`src/rtl/bertlv_pkg.sv`:
```
// types, codes and state layout shared by the ber tlv stream decoder
`default_nettype none
package bertlv_pkg;

   typedef enum logic [2:0] {
      PH_IDENT    = 3'd0,
      PH_TAG_LONG = 3'd1,
      PH_LEN_HEAD = 3'd2,
      PH_LEN_LONG = 3'd3,
      PH_VALUE    = 3'd4,
      PH_HALT     = 3'd5
   } phase_type;

   typedef enum logic [1:0] {
      KIND_HEADER = 2'd0,
      KIND_VALUE  = 2'd1,
      KIND_ERROR  = 2'd2,
      KIND_END    = 2'd3
   } kind_type;

   typedef enum logic [2:0] {
      ERR_TAG_TRUNC   = 3'd0,
      ERR_TAG_OVF     = 3'd1,
      ERR_NO_LEN      = 3'd2,
      ERR_LEN_LARGE   = 3'd3,
      ERR_LEN_OVF     = 3'd4,
      ERR_LEN_TRUNC   = 3'd5,
      ERR_VALUE_TRUNC = 3'd6
   } err_type;

   localparam logic [4:0] TAG_LONG_MARK = 5'h1F;
   localparam logic [2:0] MAX_LEN_BYTES = 3'd4;

   typedef struct packed {
      logic [7:0] data_byte;
      logic       stream_end;
   } req_type;

   typedef struct packed {
      logic [1:0]  kind;
      logic [2:0]  class_bits;
      logic [31:0] tag_number;
      logic [31:0] value_length;
      logic        indefinite;
      logic [7:0]  value_byte;
      logic        last;
      logic [2:0]  error_code;
   } rsp_type;

   typedef struct packed {
      phase_type   phase;
      logic [2:0]  class_hold;
      logic [31:0] tag_acc;
      logic [31:0] len_acc;
      logic [2:0]  len_left;
      logic [31:0] value_left;
      logic        skip_object;
   } state_type;

endpackage
`default_nettype wire

```
`src/rtl/ber_tlv_stream_decoder_core.sv`:
```
// top level of the ber tlv stream decoder: beat registers, parse state and result register
`default_nettype none
// Parses a BER byte stream, one byte per req beat, and returns headers, value bytes with a
// last mark, clean-end markers and error codes on rsp. One byte is taken every clock cycle
// as long as rsp is not stalled. Each accepted byte waits in the input register until the
// result register is free or draining; its result (if any) is then registered there and
// shows on rsp. The rate is set by the combinational parse step that updates the header
// state from each byte. A stalled result holds one byte in the input register, then req
// stalls. After any error the block produces nothing more until reset.
module ber_tlv_stream_decoder_core (
   input  logic                clock,
   input  logic                reset,
   input  logic                req_valid,
   output logic                req_stall,
   input  bertlv_pkg::req_type req_data,
   output logic                rsp_valid,
   input  logic                rsp_stall,
   output bertlv_pkg::rsp_type rsp_data
);
   import bertlv_pkg::*;

   logic      in_valid_ff;
   logic      in_valid_in;
   req_type   in_data_ff;
   state_type state_ff;
   state_type state_in;
   state_type step_state;
   logic      step_emit;
   rsp_type   step_rsp;
   logic      rsp_valid_ff;
   logic      rsp_valid_in;
   rsp_type   rsp_data_ff;
   logic      process;

   bertlv_step u_step (
      .state_cur (state_ff),
      .beat      (in_data_ff),
      .state_nxt (step_state),
      .emit      (step_emit),
      .rsp       (step_rsp)
   );

   // a held byte moves on once the result register is free or draining
   assign process   = in_valid_ff && (!rsp_valid_ff || !rsp_stall);
   assign req_stall = in_valid_ff && !process;

   always_comb begin
      in_valid_in = in_valid_ff;
      if (req_valid && !req_stall) begin
         in_valid_in = 1'b1;
      end else if (process) begin
         in_valid_in = 1'b0;
      end
   end

   always_comb begin
      state_in     = process ? step_state : state_ff;
      rsp_valid_in = rsp_valid_ff;
      if (process) begin
         rsp_valid_in = step_emit;
      end else if (!rsp_stall) begin
         rsp_valid_in = 1'b0;
      end
   end

   always_ff @(posedge clock) begin
      if (reset) begin
         in_valid_ff  <= 1'b0;
         rsp_valid_ff <= 1'b0;
         state_ff     <= '{phase: PH_IDENT, default: '0};
      end else begin
         in_valid_ff  <= in_valid_in;
         rsp_valid_ff <= rsp_valid_in;
         state_ff     <= state_in;
      end
   end

   always_ff @(posedge clock) begin
      if (req_valid && !req_stall) begin
         in_data_ff <= req_data;
      end
      if (process) begin
         rsp_data_ff <= step_rsp;
      end
   end

   assign rsp_valid = rsp_valid_ff;
   assign rsp_data  = rsp_data_ff;

`ifndef SYNTHESIS
   a_halt_sticks: assert property (@(posedge clock) disable iff (reset)
      state_ff.phase == PH_HALT |=> state_ff.phase == PH_HALT)
      else $error("halt state left without reset");

   a_halt_silent: assert property (@(posedge clock) disable iff (reset)
      process && state_ff.phase == PH_HALT |=> !rsp_valid_ff)
      else $error("result produced while halted");

   a_value_count: assert property (@(posedge clock) disable iff (reset)
      state_ff.phase == PH_VALUE |-> state_ff.value_left != 32'd0)
      else $error("value phase with no bytes left");

   a_len_count: assert property (@(posedge clock) disable iff (reset)
      state_ff.phase == PH_LEN_LONG |->
         state_ff.len_left != 3'd0 && state_ff.len_left <= MAX_LEN_BYTES)
      else $error("length byte count out of range");

   a_indef_len: assert property (@(posedge clock) disable iff (reset)
      rsp_valid_ff && rsp_data_ff.kind == KIND_HEADER && rsp_data_ff.indefinite
         |-> rsp_data_ff.value_length == 32'd0)
      else $error("indefinite header with nonzero length");
`endif

endmodule
`default_nettype wire

```
`src/rtl/bertlv_step.sv`:
```
// next-state and result logic for one stream byte
`default_nettype none
module bertlv_step (
   input  bertlv_pkg::state_type state_cur,
   input  bertlv_pkg::req_type   beat,
   output bertlv_pkg::state_type state_nxt,
   output logic                  emit,
   output bertlv_pkg::rsp_type   rsp
);
   import bertlv_pkg::*;

   logic        do_fin;
   logic [31:0] fin_len;
   logic        fin_indef;
   logic        do_err;
   err_type     err_code;
   logic        skip_hdr;
   logic [7:0]  b;
   logic [31:0] len_shift;
   logic [2:0]  len_left_dec;
   logic [31:0] value_left_dec;

   assign b              = beat.data_byte;
   assign skip_hdr       = (state_cur.class_hold == 3'd0) && (state_cur.tag_acc == 32'd0);
   assign len_shift      = {state_cur.len_acc[23:0], b};
   assign len_left_dec   = state_cur.len_left - 3'd1;
   assign value_left_dec = state_cur.value_left - 32'd1;

   always_comb begin
      state_nxt = state_cur;
      emit      = 1'b0;
      rsp       = '0;
      do_fin    = 1'b0;
      fin_len   = 32'd0;
      fin_indef = 1'b0;
      do_err    = 1'b0;
      err_code  = ERR_TAG_TRUNC;

      case (state_cur.phase)
         PH_IDENT: begin
            if (beat.stream_end) begin
               emit     = 1'b1;
               rsp.kind = KIND_END;
            end else begin
               state_nxt.class_hold = b[7:5];
               if (b[4:0] != TAG_LONG_MARK) begin
                  state_nxt.tag_acc = {27'd0, b[4:0]};
                  state_nxt.phase   = PH_LEN_HEAD;
               end else begin
                  state_nxt.tag_acc = 32'd0;
                  state_nxt.phase   = PH_TAG_LONG;
               end
            end
         end
         PH_TAG_LONG: begin
            if (beat.stream_end) begin
               do_err   = 1'b1;
               err_code = ERR_TAG_TRUNC;
            end else if (state_cur.tag_acc[31:24] != 8'd0) begin
               do_err   = 1'b1;
               err_code = ERR_TAG_OVF;
            end else begin
               state_nxt.tag_acc = {state_cur.tag_acc[24:0], b[6:0]};
               if (!b[7]) begin
                  state_nxt.phase = PH_LEN_HEAD;
               end
            end
         end
         PH_LEN_HEAD: begin
            if (beat.stream_end) begin
               do_err   = 1'b1;
               err_code = ERR_NO_LEN;
            end else if (!b[7]) begin
               do_fin  = 1'b1;
               fin_len = {24'd0, b};
            end else if (b[6:0] == 7'd0) begin
               do_fin    = 1'b1;
               fin_indef = 1'b1;
            end else if (b[6:0] > {4'd0, MAX_LEN_BYTES}) begin
               do_err   = 1'b1;
               err_code = ERR_LEN_LARGE;
            end else begin
               state_nxt.len_acc  = 32'd0;
               state_nxt.len_left = b[2:0];
               state_nxt.phase    = PH_LEN_LONG;
            end
         end
         PH_LEN_LONG: begin
            // overflow check comes before the truncation check
            if (state_cur.len_acc[31:24] != 8'd0) begin
               do_err   = 1'b1;
               err_code = ERR_LEN_OVF;
            end else if (beat.stream_end) begin
               do_err   = 1'b1;
               err_code = ERR_LEN_TRUNC;
            end else begin
               state_nxt.len_acc  = len_shift;
               state_nxt.len_left = len_left_dec;
               if (len_left_dec == 3'd0) begin
                  do_fin  = 1'b1;
                  fin_len = len_shift;
               end
            end
         end
         PH_VALUE: begin
            if (beat.stream_end) begin
               do_err   = 1'b1;
               err_code = ERR_VALUE_TRUNC;
            end else begin
               state_nxt.value_left = value_left_dec;
               if (value_left_dec == 32'd0) begin
                  state_nxt.phase = PH_IDENT;
               end
               if (!state_cur.skip_object) begin
                  emit           = 1'b1;
                  rsp.kind       = KIND_VALUE;
                  rsp.value_byte = b;
                  rsp.last       = (value_left_dec == 32'd0);
               end
            end
         end
         default: begin
            state_nxt.phase = PH_HALT;
         end
      endcase

      if (do_err) begin
         state_nxt.phase = PH_HALT;
         emit            = 1'b1;
         rsp             = '0;
         rsp.kind        = KIND_ERROR;
         rsp.error_code  = err_code;
      end

      if (do_fin) begin
         // universal end-of-contents is swallowed with its contents
         state_nxt.skip_object = skip_hdr;
         state_nxt.value_left  = fin_len;
         state_nxt.phase       = (fin_len != 32'd0) ? PH_VALUE : PH_IDENT;
         if (!skip_hdr) begin
            emit             = 1'b1;
            rsp.kind         = KIND_HEADER;
            rsp.class_bits   = state_cur.class_hold;
            rsp.tag_number   = state_cur.tag_acc;
            rsp.value_length = fin_len;
            rsp.indefinite   = fin_indef;
         end
      end
   end

endmodule
`default_nettype wire
```
`config.mk`:
```
export PLATFORM = sky130hd
export DESIGN_NAME = ber_tlv_stream_decoder_core
export DESIGN_NICKNAME = d
export VERILOG_FILES = /design/src/rtl/bertlv_pkg.sv /design/src/rtl/ber_tlv_stream_decoder_core.sv /design/src/rtl/bertlv_step.sv
export SDC_FILE = /design/constraint.sdc
export NUM_CORES = 1
export LEC_CHECK = 0
export BUFFER_PORTS_ARGS = -buffer_cell sky130_fd_sc_hd__buf_2
export CORE_MARGIN = 2
export CORE_UTILIZATION = 45
export CTS_CLUSTER_SIZE = 16
export DETAILED_ROUTE_END_ITERATION = 7
export GPL_ROUTABILITY_DRIVEN = 0
export PLACE_DENSITY = 0.66
export SYNTH_ARGS = -nofsm -noshare
export SYNTH_HDL_FRONTEND = slang
export SYNTH_SLANG_ARGS = --single-unit
```
`constraint.sdc`:
```
create_clock -name clock -period 5.65 [get_ports clock]
set_clock_uncertainty 0.15 [all_clocks]
set_input_delay 1.13 -clock clock [delete_from_list [all_inputs] [get_ports clock]]
set_output_delay 1.13 -clock clock [all_outputs]
set_load 0.005 [all_outputs]
```
==> flow_summary_export.csv <==
group,metric,value,unit
power_and_ir_drop,leakagePower,3.72,nW
sta,setup_viol,0,
sta,slew_violations,0,
sta,hold_viol,0,
sta,fmax,256,MHz
global_route,grt_max_degree,64,
power_and_ir_drop,pwr_density_cell,296,nW/um^2
clocking,cts_buffers,17,
global_route,groute.layer.met3.usage,4.87,%
global_route,grt_use_met1,29.4,%
min_path,hold_path.class,"reg2reg",
clocking,clk_pin_slew_worst_paths,0.08,ns
global_route,antenna_found_initial,0,
power_and_ir_drop,intPower,2.23,mW
synthesis,synth_top_family_by_area,"simple AND/OR/NAND/NOR gates",
synthesis,synthSimpleGateAreaFrac,25.1,%
synthesis,synth_xor_xnor_area_share,1.18,%
synthesis,yosys_register_bits,199,
sta,fin_crit,3.90,ns
sta,finalCritPeriodShare,69.1,%
clocking,cts_root_buffer,"clkbuf_16",
sta,slew_headroom,20.4,%
setup_path,cp.arrival,4.07,ns
synthesis,synth-edff-count,91,
clocking,clock_latency,0.45,ns
floorplanning,ios,97,
floorplanning,initial_core_util,45.8,%
status,outcome,"finished clean",
global_route,grtUsageTotal,21.2,%
clocking,cts_resized,0,
clocking,clock_path_buffers,2,
clocking,hold_buffers,0,
cells_and_area,diodes,0,
power_and_ir_drop,comb_power_share,7.5,%
setup_path,critPathMaxFanout,40,
sta,rsz0062_at_grt,"no",
drt,drc,0,
setup_path,critPathCaptureType,"register",
synthesis,synth.distinct_cells,70,
clocking,cts_max_level,4,
cells_and_area,postLayoutCoreUtil,52.5,%
drt,vias,7109,
synthesis,syn_area_per_cell,9.68,sq um
global_route,groute.layer.met2.usage,32.8,%
place,numPortBuffers,96,
setup_path,crit_type,"reg2reg",
synthesis,synth-adder-area-share,0.563,%
synthesis,synth_mux_area_share,0.901,%
power_and_ir_drop,power_switching_share,26.0,%
drt,vias_per_cell,5.65,
cells_and_area,layout-drive-gt1-share,16.7,%
floorplanning,die_area,20900,sq um
power_and_ir_drop,ir_drop,0.194,mV
global_route,grt_overflow,0,
power_and_ir_drop,netSwitchingPower,784,uW
synthesis,syn-num-nets,935,
power_and_ir_drop,seqPwrFrac,52.0,%
floorplanning,fp-row-count,51,
drt,ant_nets,0,
setup_path,startpoint_type,"register",
drt,avgRoutedWirePerCell,17.3,um
clocking,cts_setup_buffers,0,
sta,worstMarginPinSlew,1.19,ns
synthesis,netlist_instances,918,
cells_and_area,layout_common_cells,"nand2_1 (121), dfxtp_1 (108), buf_2 (95)",
synthesis,yosysWarnings,0,
global_route,grt_busiest_layer,"met2",
place,place_hpwl,14100,um
floorplanning,fp.dieH,145,um
cells_and_area,nets,998,
floorplanning,die_w,145,um
synthesis,ys_seq_area_share,55.1,%
clocking,cts_tree,"yes",
drt,firstDrtPassIters,5,
flow_run,maxCapViolations,0,
clocking,cts.sinks,199,
cells_and_area,final_common_cell,"nand2_1",
floorplanning,core-area,19400,sq um
drt,wirelength,21800,um
power_and_ir_drop,p_clk_share,40.5,%
global_route,grt_first_pass_wirelength,34200,um
global_route,grt_pass1_vias,6417,
cells_and_area,area_growth,14.5,%
sta,tns,0,ns
synthesis,synthFlopType,"dfxtp_1",
synthesis,async_reset_ff_share,0,%
synthesis,synth.cell_area,8890,sq um
synthesis,synth_compound_area_share,13.8,%
setup_path,worstPathRequired,5.82,ns
drt,drt-initial-drc-count,739,
[per-stage QoR]
step	worst slack, ns	area [sq um]	cells	hold slack, ns	power (mW)
6_report	1.75	10200	1259	0.304	3.01
3_5_place_dp	1.80	9570	1227	0.297	1.82
4_1_cts	1.78	10200	1259	0.308	3.02
5_1_grt	1.46	10200	1259	0.322	3.11
2_1_floorplan	0.235	8890	918	0.282	1.75
3_3_place_gp	1.84	9570	1227	0.290	1.82
[path summary, 6_finish.rpt]
check / end / slack [ns] / from / cells after the start
max: state_ff[17] / 1.75 / state_ff[104] / 10
min: state_ff[34] / 0.30 / state_ff[34] / 2
max reg2reg: state_ff[17] / 1.75 / state_ff[104] / 10
min reg2reg: state_ff[34] / 0.30 / state_ff[34] / 2
[kinds of logic after synthesis]
family	count (synthesis)
buffers and inverters	75
DFF	199
AOI/OAI and AO/OA	196
adders and majority gates	4
and+or+nand+nor	425
muxes	7
xor gates and xnor gates	12
[power groups by stage]
stage,Sequential [mW],Combinational (mW),Clock [mW]
after floorplan,1.59,0.160,0
after global placement,1.60,0.224,0
after detailed placement,1.60,0.224,0
after CTS,1.56,0.226,1.23
after global routing,1.57,0.248,1.29
final,1.56,0.226,1.22
[cell usage after synthesis, drive strengths merged, types with 7 or more instances]
library cell | count | area, sq um
nand2 | 121 | 454
dfxtp | 108 | 2160
a21oi | 91 | 455
edfxtp | 91 | 2730
nand3 | 70 | 355
and2 | 67 | 419
nor2 | 62 | 233
clkbuf | 51 | 191
o21ai | 36 | 180
nor3 | 28 | 156
nor4 | 21 | 159
buf | 14 | 67.6
a22oi | 12 | 90.1
and3 | 10 | 62.6
inv | 10 | 37.5
a211oi | 9 | 77.6
xnor2 | 8 | 70.1
a221oi | 7 | 61.3
nand4 | 7 | 58.8
[flip-flops by register name, summed over array words and instances (netlist names)]
signal	count
in_valid_ff	1
rsp_data	82
state_ff	106
rsp_valid	1
in_data_ff	9
[cell type report]
type                            count  area [sq um]
Clock buffer                       17           425
Inverter                           10          37.5
Clock inverter                     15           179
Timing Repair Buffer              109           581
Sequential cell                   199          4890
Multi-Input combinational cell    644          3730
Tap cell                          265           332
Fill cell                        1785          9220
[layer usage]
layer,wire (um),up-vias
li1,-,3431
met1,9770,3368
met2,10000,273
met3,1520,37
met4,487,0
met5,0,-
[critical path, cell delays in order, from the launching register on]
cell     delay (ns)
dfxtp_1        0.62
and3b_1        0.22
buf_4          0.36
nand3_1        0.30
o22ai_2        0.21
buf_4          0.36
o21a_1         0.91
buf_4          0.32
o21ai_0        0.10
a22oi_1        0.15
nor2_1         0.05
No activity file was read; power rests on OpenSTA's default activity.
